===== config.mk =====
export PLATFORM = sky130hd
export DESIGN_NAME = positional_pid_with_limits
export DESIGN_NICKNAME = d
export VERILOG_FILES = /design/src/design/ppid_pkg.sv /design/src/design/ppid_step.sv /design/src/design/positional_pid_with_limits.sv
export SDC_FILE = /design/constraint.sdc
export NUM_CORES = 2
export LEC_CHECK = 0
export ABC_AREA = 1
export BUFFER_PORTS_ARGS = -buffer_cell sky130_fd_sc_hd__buf_2
export CORE_UTILIZATION = 70
export CTS_BUF_LIST = sky130_fd_sc_hd__clkbuf_8
export DETAILED_ROUTE_END_ITERATION = 10
export PLACE_DENSITY = 0.87
export REMOVE_ABC_BUFFERS = 1
export SKIP_LAST_GASP = 1
export SYNTH_ARGS = -nofsm -noshare
export SYNTH_HDL_FRONTEND = slang
export SYNTH_SLANG_ARGS = --single-unit

===== constraint.sdc =====
create_clock -name clk -period 35.1 [get_ports clk]
set_clock_uncertainty 0.1 [all_clocks]
set_input_delay 5.265 -clock clk [delete_from_list [all_inputs] [get_ports clk]]
set_output_delay 5.265 -clock clk [all_outputs]
set_load 0.05 [all_outputs]

===== src/design/ppid_pkg.sv =====
// Shared register indexes, fixed widths and the limit configuration type of the PID block.
package ppid_pkg;

  // Widths fixed by the register map and the result format
  localparam int unsigned CFG_IDX_W = 3;
  localparam int unsigned BOUND_W   = 31;
  localparam int unsigned DRIVE_W   = 32;

  // Register indexes of the configuration port
  localparam logic [CFG_IDX_W-1:0] REG_GAIN_P         = 3'd0;
  localparam logic [CFG_IDX_W-1:0] REG_GAIN_I         = 3'd1;
  localparam logic [CFG_IDX_W-1:0] REG_GAIN_D         = 3'd2;
  localparam logic [CFG_IDX_W-1:0] REG_INTEGRAL_BOUND = 3'd3;
  localparam logic [CFG_IDX_W-1:0] REG_INTEGRAL_ON    = 3'd4;
  localparam logic [CFG_IDX_W-1:0] REG_DRIVE_BOUND    = 3'd5;
  localparam logic [CFG_IDX_W-1:0] REG_DRIVE_ON       = 3'd6;

  // Limit settings for the integral and the drive
  typedef struct packed {
    logic [BOUND_W-1:0] integral_bound;
    logic               integral_on;
    logic [BOUND_W-1:0] drive_bound;
    logic               drive_on;
  } bound_cfg_t;

endpackage


===== src/design/ppid_step.sv =====
// Single-pass PID datapath: error, saturated and clamped integral, three scaled terms, drive limit.
module ppid_step
  import ppid_pkg::*;
#(
  parameter int unsigned SAMPLE_WIDTH = 16,
  parameter int unsigned FRAC_BITS    = 8,
  parameter int unsigned ACC_WIDTH    = 32
) (
  input  logic signed [SAMPLE_WIDTH-1:0] setpoint,
  input  logic signed [SAMPLE_WIDTH-1:0] measured,
  input  logic signed [SAMPLE_WIDTH-1:0] gain_p,
  input  logic signed [SAMPLE_WIDTH-1:0] gain_i,
  input  logic signed [SAMPLE_WIDTH-1:0] gain_d,
  input  bound_cfg_t                     bcfg,
  input  logic signed [ACC_WIDTH-1:0]    error_sum,
  input  logic signed [SAMPLE_WIDTH:0]   prev_error,
  output logic signed [SAMPLE_WIDTH:0]   error,
  output logic signed [ACC_WIDTH-1:0]    error_sum_nxt,
  output logic signed [DRIVE_W-1:0]      drive
);

  localparam int unsigned EW   = SAMPLE_WIDTH + 1;
  localparam int unsigned DFW  = SAMPLE_WIDTH + 2;
  localparam int unsigned CW0  = (ACC_WIDTH > EW) ? ACC_WIDTH : EW;
  localparam int unsigned CW   = ((CW0 > DRIVE_W) ? CW0 : DRIVE_W) + 2;
  localparam int unsigned PPW  = SAMPLE_WIDTH + EW;
  localparam int unsigned PIW  = SAMPLE_WIDTH + ACC_WIDTH;
  localparam int unsigned PDW  = SAMPLE_WIDTH + DFW;
  localparam int unsigned MAXP = (PIW > PDW) ? PIW : PDW;
  localparam int unsigned SUMW = MAXP + 2;

  localparam logic signed [CW-1:0] ACC_MAX =
    $signed({{(CW-ACC_WIDTH+1){1'b0}}, {(ACC_WIDTH-1){1'b1}}});
  localparam logic signed [CW-1:0] ACC_MIN = ~ACC_MAX;
  localparam logic signed [SUMW-1:0] OUT_MAX =
    $signed({{(SUMW-DRIVE_W+1){1'b0}}, {(DRIVE_W-1){1'b1}}});
  localparam logic signed [SUMW-1:0] OUT_MIN = ~OUT_MAX;

  logic signed [CW-1:0]   sum_raw;
  logic signed [CW-1:0]   sum_sat;
  logic signed [CW-1:0]   ibound;
  logic signed [CW-1:0]   sum_lim;
  logic signed [DFW-1:0]  err_diff;
  logic signed [PPW-1:0]  prod_p;
  logic signed [PIW-1:0]  prod_i;
  logic signed [PDW-1:0]  prod_d;
  logic signed [PPW-1:0]  term_p;
  logic signed [PIW-1:0]  term_i;
  logic signed [PDW-1:0]  term_d;
  logic signed [SUMW-1:0] drv_raw;
  logic signed [SUMW-1:0] drv_hi;
  logic signed [SUMW-1:0] drv_lo;
  logic signed [SUMW-1:0] drv_lim;

  // Error of this sample
  assign error = EW'(setpoint) - EW'(measured);

  // Accumulate, saturate to the accumulator range, then apply the optional bound
  assign sum_raw = CW'(error_sum) + CW'(error);
  assign ibound  = $signed({{(CW-BOUND_W){1'b0}}, bcfg.integral_bound});

  always_comb begin
    if (sum_raw > ACC_MAX) begin
      sum_sat = ACC_MAX;
    end else if (sum_raw < ACC_MIN) begin
      sum_sat = ACC_MIN;
    end else begin
      sum_sat = sum_raw;
    end
    sum_lim = sum_sat;
    if (bcfg.integral_on) begin
      if (sum_sat > ibound) begin
        sum_lim = ibound;
      end else if (sum_sat < -ibound) begin
        sum_lim = -ibound;
      end
    end
  end

  assign error_sum_nxt = sum_lim[ACC_WIDTH-1:0];

  // Three products, each floored by the fraction bits
  assign err_diff = DFW'(error) - DFW'(prev_error);
  assign prod_p   = PPW'(gain_p) * PPW'(error);
  assign prod_i   = PIW'(gain_i) * PIW'(error_sum_nxt);
  assign prod_d   = PDW'(gain_d) * PDW'(err_diff);
  assign term_p   = prod_p >>> FRAC_BITS;
  assign term_i   = prod_i >>> FRAC_BITS;
  assign term_d   = prod_d >>> FRAC_BITS;
  assign drv_raw  = SUMW'(term_p) + SUMW'(term_i) + SUMW'(term_d);

  // Limit the drive to the bound or to the 32-bit range
  always_comb begin
    if (bcfg.drive_on) begin
      drv_hi = $signed({{(SUMW-BOUND_W){1'b0}}, bcfg.drive_bound});
      drv_lo = -drv_hi;
    end else begin
      drv_hi = OUT_MAX;
      drv_lo = OUT_MIN;
    end
    if (drv_raw > drv_hi) begin
      drv_lim = drv_hi;
    end else if (drv_raw < drv_lo) begin
      drv_lim = drv_lo;
    end else begin
      drv_lim = drv_raw;
    end
  end

  assign drive = drv_lim[DRIVE_W-1:0];

endmodule


===== src/design/positional_pid_with_limits.sv =====
// Top level of the positional PID controller with integral and drive limits.
//
//  Channel  | Ports                          | Payload (lowest bit first)
//  ---------+--------------------------------+-------------------------------------
//  input    | in_tvalid, in_tready, in_tdata | setpoint, measured, zero fill
//  result   | out_tvalid, out_tready, out_tdata | drive
//  config   | cfg_we, cfg_index, cfg_wdata   | register value, index 0..6
//
// The whole update runs between the input port and the result register, and a
// new sample is taken every cycle the result register is empty or being drained.
// The integral and previous error update on acceptance.
// Reset clears gains, limits, integral, previous error and the result valid flag.
// A stalled result holds; the input then stalls until the result is taken.
module positional_pid_with_limits
  import ppid_pkg::*;
#(
  parameter int unsigned SAMPLE_WIDTH = 16,
  parameter int unsigned FRAC_BITS    = 8,
  parameter int unsigned ACC_WIDTH    = 32
) (
  input  logic                  clk,
  input  logic                  rst_n,
  input  logic                  in_tvalid,
  output logic                  in_tready,
  // setpoint, measured, zero fill
  input  logic [((2*SAMPLE_WIDTH+7)/8)*8-1:0] in_tdata,
  output logic                  out_tvalid,
  input  logic                  out_tready,
  // drive
  output logic [DRIVE_W-1:0]    out_tdata,
  input  logic                  cfg_we,
  input  logic [CFG_IDX_W-1:0]  cfg_index,
  input  logic [((SAMPLE_WIDTH > BOUND_W) ? SAMPLE_WIDTH : BOUND_W)-1:0] cfg_wdata
);

  localparam int unsigned EW = SAMPLE_WIDTH + 1;

  logic signed [SAMPLE_WIDTH-1:0] gain_p_r;
  logic signed [SAMPLE_WIDTH-1:0] gain_i_r;
  logic signed [SAMPLE_WIDTH-1:0] gain_d_r;
  bound_cfg_t                     bcfg_r;
  logic signed [ACC_WIDTH-1:0]    error_sum_r;
  logic signed [EW-1:0]           prev_error_r;
  logic                           out_tvalid_r;
  logic [DRIVE_W-1:0]             out_tdata_r;

  logic                           in_accept;
  logic signed [EW-1:0]           error_nxt;
  logic signed [ACC_WIDTH-1:0]    error_sum_nxt;
  logic signed [DRIVE_W-1:0]      drive_nxt;

  // Take a sample whenever the result register is free or draining
  assign in_tready  = !out_tvalid_r || out_tready;
  assign in_accept  = in_tvalid && in_tready;
  assign out_tvalid = out_tvalid_r;
  assign out_tdata  = out_tdata_r;

  ppid_step #(
    .SAMPLE_WIDTH (SAMPLE_WIDTH),
    .FRAC_BITS    (FRAC_BITS),
    .ACC_WIDTH    (ACC_WIDTH)
  ) u_step (
    .setpoint      ($signed(in_tdata[SAMPLE_WIDTH-1:0])),
    .measured      ($signed(in_tdata[2*SAMPLE_WIDTH-1:SAMPLE_WIDTH])),
    .gain_p        (gain_p_r),
    .gain_i        (gain_i_r),
    .gain_d        (gain_d_r),
    .bcfg          (bcfg_r),
    .error_sum     (error_sum_r),
    .prev_error    (prev_error_r),
    .error         (error_nxt),
    .error_sum_nxt (error_sum_nxt),
    .drive         (drive_nxt)
  );

  // Write configuration registers; unknown indexes are dropped
  always_ff @(posedge clk) begin
    if (!rst_n) begin
      gain_p_r <= '0;
      gain_i_r <= '0;
      gain_d_r <= '0;
      bcfg_r   <= '0;
    end else if (cfg_we) begin
      case (cfg_index)
        REG_GAIN_P:         gain_p_r <= $signed(cfg_wdata[SAMPLE_WIDTH-1:0]);
        REG_GAIN_I:         gain_i_r <= $signed(cfg_wdata[SAMPLE_WIDTH-1:0]);
        REG_GAIN_D:         gain_d_r <= $signed(cfg_wdata[SAMPLE_WIDTH-1:0]);
        REG_INTEGRAL_BOUND: bcfg_r.integral_bound <= cfg_wdata[BOUND_W-1:0];
        REG_INTEGRAL_ON:    bcfg_r.integral_on <= cfg_wdata[0];
        REG_DRIVE_BOUND:    bcfg_r.drive_bound <= cfg_wdata[BOUND_W-1:0];
        REG_DRIVE_ON:       bcfg_r.drive_on <= cfg_wdata[0];
        default: begin
        end
      endcase
    end
  end

  // Advance controller state on each accepted transaction
  always_ff @(posedge clk) begin
    if (!rst_n) begin
      error_sum_r  <= '0;
      prev_error_r <= '0;
    end else if (in_accept) begin
      error_sum_r  <= error_sum_nxt;
      prev_error_r <= error_nxt;
    end
  end

  // Result register: load on accept, drop once taken
  always_ff @(posedge clk) begin
    if (!rst_n) begin
      out_tvalid_r <= 1'b0;
    end else if (in_accept) begin
      out_tvalid_r <= 1'b1;
    end else if (out_tready) begin
      out_tvalid_r <= 1'b0;
    end
  end

  always_ff @(posedge clk) begin
    if (in_accept) begin
      out_tdata_r <= drive_nxt;
    end
  end

  // Checks on the state and result against the limits
  localparam int unsigned CKW = ((ACC_WIDTH > BOUND_W) ? ACC_WIDTH : BOUND_W) + 2;

  logic signed [CKW-1:0] sum_ck;
  logic signed [CKW-1:0] ib_ck;
  logic signed [DRIVE_W:0] drv_ck;
  logic signed [DRIVE_W:0] db_ck;

  assign sum_ck = CKW'(error_sum_r);
  assign ib_ck  = $signed({{(CKW-BOUND_W){1'b0}}, bcfg_r.integral_bound});
  assign drv_ck = (DRIVE_W+1)'($signed(out_tdata_r));
  assign db_ck  = $signed({{(DRIVE_W+1-BOUND_W){1'b0}}, bcfg_r.drive_bound});

  a_result_loaded: assert property (@(posedge clk) disable iff (!rst_n)
    in_accept |=> out_tvalid_r)
    else $error("accepted sample did not produce a result");

  a_integral_bounded: assert property (@(posedge clk) disable iff (!rst_n)
    (in_accept && bcfg_r.integral_on && !cfg_we) |=>
      (sum_ck <= ib_ck && sum_ck >= -ib_ck))
    else $error("integral outside its enabled bound");

  a_drive_bounded: assert property (@(posedge clk) disable iff (!rst_n)
    (in_accept && bcfg_r.drive_on && !cfg_we) |=>
      (drv_ck <= db_ck && drv_ck >= -db_ck))
    else $error("drive outside its enabled bound");

  a_stall_holds_result: assert property (@(posedge clk) disable iff (!rst_n)
    (out_tvalid_r && !out_tready) |=> (out_tvalid_r && $stable(out_tdata_r)))
    else $error("stalled result changed");

endmodule

; ---- After elaboration in Yosys (flattened, before gate mapping)
; Cells that the tools add are included.
[word_totals]
in_bits = 71
word_cells = 56
output_inout_bits = 34
ff_bits = 194
[op_classes]
n_reduce_logical = 12
order_cmp = 6
eq_ne = 6
mux = 11
n_addsub = 7
n_mul = 3
[op_table]
columns = op, n
row1 = 32-bit 2-to-1 mux, 5
row2 = 34-bit 2-to-1 mux, 2
row3 = 50-bit by 32-bit > comparator with 1-bit output, 1
row4 = 50-bit < comparator, 1
row5 = 50-bit 2-to-1 mux, 1
row6 = 31-bit negator with 50-bit output, 1
row7 = 16-bit by 32-bit multiplier with 48-bit output, 1
row8 = 41-bit by 26-bit adder with 42-bit output, 1
row9 = 25-bit by 40-bit adder with 41-bit output, 1
row10 = 34-bit by 32-bit > comparator with 1-bit output, 1
row11 = 34-bit by 32-bit > comparator with 1-bit output (second input constant), 1
row12 = 34-bit by 32-bit < comparator with 1-bit output (second input constant), 1
row13 = 34-bit < comparator, 1
row14 = 16-bit by 18-bit multiplier with 34-bit output, 1
row15 = 31-bit negator with 34-bit output, 1
row16 = 32-bit by 17-bit adder with 33-bit output, 1
row17 = 16-bit by 17-bit multiplier with 33-bit output, 1
row18 = 31-bit 2-to-1 mux, 1
row19 = 17-bit by 17-bit subtractor with 18-bit output, 1
row20 = 16-bit by 16-bit subtractor with 17-bit output, 1
row21 = 2-bit AND reduction, 7
row22 = 3-bit equality test (second input constant), 3
row23 = 3-bit by 2-bit equality test with 1-bit output (second input constant), 2
row24 = 3-bit by 1-bit equality test with 1-bit output (second input constant), 1
row25 = 6 further kinds, 7

; ---- Logic depth before layout (Yosys ltp)
[depth]
word_depth = 15
ltp_mapped = 108
ltp_nobuf = 105

; ---- By module
; Synthesis repeated with hierarchy kept, for this count alone.
[hier_totals]
hier_cells = 7951
area_unflattened_um2 = 59786.1
[modules_own_cells]
columns = module, instances, cells_each, area_each_um2, seq_area_each_um2
row1 = ppid_step, 1, 6992, 52208.8, 0.0
row2 = positional_pid_with_limits, 1, 959, 7577.3, 4204.0

; ---- Worst setup path after synthesis
; No wires, ideal clock.
[synth_path]
path_type = input -> register
start = in in_tdata[0]
end = reg out_tdata_r[19], in the netlist out_tdata[19] (data pin)
n_path_buf = 5
stages = 101
arrival_ns = 20.050
slack_ns = 14.694
setup_ns = 0.256
cell_sequence = inv_1 -> ha_1 -> fa_1 -> o21ai_1 -> a21oi_1 -> o21ai_1 -> nand2_1 -> nand2_1 -> nand2_1 -> nand2_1 -> nand2_1 -> nand2_1 -> a21oi_1 -> or2_1 -> nand2_1 -> a21oi_1 -> or2_2 -> nand2_1 -> (+65 left out) -> nand3_1 -> nand3_1 -> nand2_1 -> a22oi_1 -> inv_1 -> ha_1 -> nand2_1 -> inv_1 -> nand3_1 -> nor3_1 -> nand4_2 -> nand3_2 -> nand2_4 -> nand2_8 -> buf_12 -> nand2_2 -> nand3_2 -> nand2_1
[synth_between]
elab_chain_cells = 15
elab_cells_between_ends = 21
classes_between = 5 x add/sub / 3 x mul / 6 x order compare / 7 x mux
[synth_lines]
columns = item, line_no
row1 = from (decl), positional_pid_with_limits.sv:26  ; input logic [((2*SAMPLE_WIDTH+7)/8)*8-1:0] in_tdata,
row2 = 16-bit by 16-bit subtractor with 17-bit output *, ppid_step.sv:56  ; assign error = EW'(setpoint) - EW'(measured);
row3 = named net error_nxt[12], positional_pid_with_limits.sv:48  ; logic signed [EW-1:0] error_nxt;
row4 = 32-bit by 17-bit adder with 33-bit output, ppid_step.sv:59  ; assign sum_raw = CW'(error_sum) + CW'(error);
row5 = 34-bit by 32-bit < comparator with 1-bit output, ppid_step.sv:65  ; end else if (sum_raw < ACC_MIN) begin
row6 = 34-bit 2-to-1 mux, ppid_step.sv:65
row7 = 34-bit 2-to-1 mux, ppid_step.sv:63  ; if (sum_raw > ACC_MAX) begin
row8 = 34-bit < comparator, ppid_step.sv:74  ; end else if (sum_sat < -ibound) begin
row9 = 32-bit 2-to-1 mux, ppid_step.sv:74
row10 = 32-bit 2-to-1 mux, ppid_step.sv:72  ; if (sum_sat > ibound) begin
row11 = 32-bit 2-to-1 mux, ppid_step.sv:71  ; if (bcfg.integral_on) begin
row12 = 16-bit by 32-bit multiplier with 48-bit output, ppid_step.sv:85  ; assign prod_i = PIW'(gain_i) * PIW'(error_sum_nxt);
row13 = 25-bit by 40-bit adder with 41-bit output, ppid_step.sv:90  ; assign drv_raw = SUMW'(term_p) + SUMW'(term_i) + SUMW'(term_d);
row14 = 41-bit by 26-bit adder with 42-bit output *, ppid_step.sv:90
row15 = 50-bit < comparator, ppid_step.sv:103  ; end else if (drv_raw < drv_lo) begin
row16 = 32-bit 2-to-1 mux, ppid_step.sv:103
row17 = 32-bit 2-to-1 mux *, ppid_step.sv:101  ; if (drv_raw > drv_hi) begin
row18 = named net drive_nxt[19], positional_pid_with_limits.sv:50  ; logic signed [DRIVE_W-1:0] drive_nxt;
row19 = to (signal assigned), positional_pid_with_limits.sv:122  ; out_tdata_r <= drive_nxt;
row20 = to (decl), positional_pid_with_limits.sv:45  ; logic [DRIVE_W-1:0] out_tdata_r;
; Mark *: on every way through the listed nets, which the timed path passes. The rest lies on a longest branch.
; A chain may end at the register's enable or synchronous reset.

; ---- Worst setup path in the final report
[layout_path]
start = in in_tdata[0]
end = reg out_tdata_r[8], in the netlist out_tdata[8] (data pin)
[layout_between]
elab_chain_cells = 15
elab_cells_between_ends = 21
classes_between = 5 x add/sub / 3 x mul / 6 x order compare / 7 x mux
[layout_lines]
columns = item, line_no
row1 = 16-bit by 16-bit subtractor with 17-bit output *, ppid_step.sv:56
row2 = 32-bit by 17-bit adder with 33-bit output, ppid_step.sv:59
row3 = 34-bit by 32-bit < comparator with 1-bit output, ppid_step.sv:65
row4 = 34-bit 2-to-1 mux, ppid_step.sv:65
row5 = 34-bit 2-to-1 mux, ppid_step.sv:63
row6 = 34-bit < comparator, ppid_step.sv:74
row7 = 32-bit 2-to-1 mux, ppid_step.sv:74
row8 = 32-bit 2-to-1 mux, ppid_step.sv:72
row9 = 32-bit 2-to-1 mux, ppid_step.sv:71
row10 = 16-bit by 32-bit multiplier with 48-bit output, ppid_step.sv:85
row11 = 25-bit by 40-bit adder with 41-bit output, ppid_step.sv:90
row12 = 41-bit by 26-bit adder with 42-bit output *, ppid_step.sv:90
row13 = 50-bit < comparator, ppid_step.sv:103
row14 = 32-bit 2-to-1 mux, ppid_step.sv:103
row15 = 32-bit 2-to-1 mux *, ppid_step.sv:101
row16 = named net drive_nxt[8], positional_pid_with_limits.sv:50
; Marks and branches as above.

==> run metrics <==
largest net degree at the start of global routing between 80 and 90; DRC viols 0; multi-input logic area roughly 0.046 sq mm; WP buf/inv 17; Final Hold Viols 0; Fmax between 30 and 40 MHz; post-synthesis register bit count 194; hpwl dp around 160 mm; Non-Filler Instances 8547; Fin Setup TNS 0 ns; Yosys top cell area share a little under two fifths; Die W 290 microns; Final Cell Area between 0.05 and 0.06 sq mm; Die H between 200 and 300 microns; sequential-to-total area share from yosys stat ~7.3%; CP max-delay cell nor2_2; hold depth 2; Fillers between 6000 and 7000; Worst R2R Start error_sum_r[0]; cts repair resizes 0; CTS buffer count 17; Commonest cells post-synth inv_1, nand2_1, fa_1; MaxCap Viol Count 0; Worst-Margin Slew between 1 and 1.5 ns; vias per inst between 6 and 7; gpl congestion between 1 and 1.5; R2R depth 77; area leader, netlist fa_1; Tmin final 25.90 ns; Iter 0 DRT Violations between 5000 and 6000; status complete, no violations; CTS tree yes; Setup violations, final 0; Synth cell types 67; hold_buf cts 0; WP data arrival 26.20 ns; nets@finish about 9100; Reg2Reg Setup Slack 16.20 ns; wire length of the first global-routing pass 301 mm; most frequent cell on the critical path nand2_1; CP peak stage delay about 0.8 ns; top cells by area, synth fa_1, ha_1, inv_1; Hold EP error_sum_r[18]; placed insts around 8500; async set-reset flop share out of synthesis 0%; clock-pin slew on the worst setup and hold paths 0.14 ns; CP delay by family, top adder cells; post-route ant nets 0; GR Util All Layers about half; CP required 35.40 ns; routed vias between 50000 and 60000; WL final roughly 200 mm; Root Buffer Master clkbuf_8; Post-CTS Setup Bufs 0; Max clock buf depth 2; drt pass-1 iters 9; WS Path Type input port to flop; grt total ovfl 0; I/O Pins between 100 and 150; initial core utilization between 70 and 80%; port bufs 104; FF+latch area about 0.0042 sq mm; P&R area growth vs syn 2.91%; initial antenna violation count 10; Syn. warnings 0; Post-synth EDFFs 32; Max H-tree Level 4; number of cells on the critical path 93; wire length per cell 23.1 microns; Hold Crit Class flop to flop; Max Transition Viols Final 0; Mapped Area 0.0580 sq mm; Core ar. between 0.08 and 0.09 sq mm; Worst-Skew Late Latency ~0.63 ns; RSZ-0062 raised after global routing false; Avg Cell Area, Syn between 7 and 8 sq um; area post-placement slightly below 0.06 sq mm; Critical Path End Type flop; Sink Count between 150 and 200; number of global-route vias before repair approximately 55000; Hold Crit Start error_sum_r[18]; Synth Flop Type dfxtp_1; layout cell share with drive strength beyond 1 under 10%; slew margin rel. 20.4%; crit path max fanout 33; row count approximately 110; fin crit share 73.8%; CP startpoint kind input port; reg2reg end out_tdata[8]; Cells after Synth between 7000 and 8000; Die ar. about 0.084 sq mm; count leader, synth inv_1
[registers in the layout, summed over array words and instances (netlist names)]
name and cells:
error_sum_r 32, gain_d_r 16, gain_i_r 16, bcfg_r 64, out_tvalid 1, prev_error_r 17
gain_p_r 16, out_tdata 32
[metal layers]
| layer | global-route usage [%] | up-vias | part of all wire [%] |
|---|---|---|---|
| li1 | - | 22623 | - |
| met5 | 0.795 | - | 0.061 |
| met3 | 17.1 | 1026 | 14 |
| met4 | 30.0 | 8 | 7.4 |
| met1 | 57.9 | 25133 | 35 |
| met2 | 73.8 | 3763 | 44 |
[layout make-up]
class	instances	share of cell area (%)
Sequential cell	194	7.05
Tap cell	1070	2.24
Timing Repair Buffer	146	1.41
Multi-Input combinational cell	5334	77.4
Antenna cell	21	0.0881
Clock inverter	15	0.371
Clock buffer	17	0.392
Inverter	1750	11.0
[through the flow]
stage / hold slack, ns / setup WS (ns) / utilization (%)
after CTS: 0.421 / 9.66 / 72.7
after detailed placement: 0.401 / 9.01 / 72.2
final: 0.427 / 9.20 / 72.8
after global placement: 0.389 / 9.43 / 72.2
after floorplan: 0.374 / 13.11 / -
after global routing: 0.453 / 7.74 / 72.7
[cells by family (layout without fill, tap and decap cells)]
logic type | after synthesis | after routing | share of synthesized area, %
AOI/OAI and AO/OA | 954 | 954 | 9.02
xor gates and xnor gates | 212 | 212 | 3.20
adders and majority gates | 1616 | 1616 | 49.0
buffers and inverters | 1984 | 1928 | 13.1
DFF | 194 | 194 | 7.25
other | 0 | 21 | 0
and+or+nand+nor | 2552 | 2552 | 18.4
[how the worst max path moves through the flow]
stage                      from       endpoint
floorplan           in_tdata[0]  out_tdata[10]
global placement    in_tdata[0]   out_tdata[3]
detailed placement  in_tdata[0]   out_tdata[2]
CTS                 in_tdata[0]   out_tdata[2]
global route        in_tdata[0]   out_tdata[3]
finish              in_tdata[0]   out_tdata[8]
[layout by cell type (no fill, tap or decap), types with 20 or more instances in the layout]
master,count
a21o_1,31
a21oi_1,429
a31oi_1,45
buf_2,103
buf_4,43
clkinv_1,23
dfxtp_1,159
diode_2,21
edfxtp_1,32
fa_1,1094
ha_1,522
inv_1,1705
inv_2,20
nand2_1,1393
nand2_2,47
nand3_1,153
nand3_2,38
nand4_1,41
nor2_1,747
nor3_1,39
nor4_1,23
o21ai_0,320
or2_2,35
xnor2_1,67
xor2_1,145
[tightest hold or removal path, stage by stage (launching register included)]
cell      delay (ns)
dfxtp_1         0.36
o211ai_1        0.10
inv_1           0.06
Power is not shown: default switching activity piles up to over one toggle a cycle in this logic, so the estimate is an artifact.
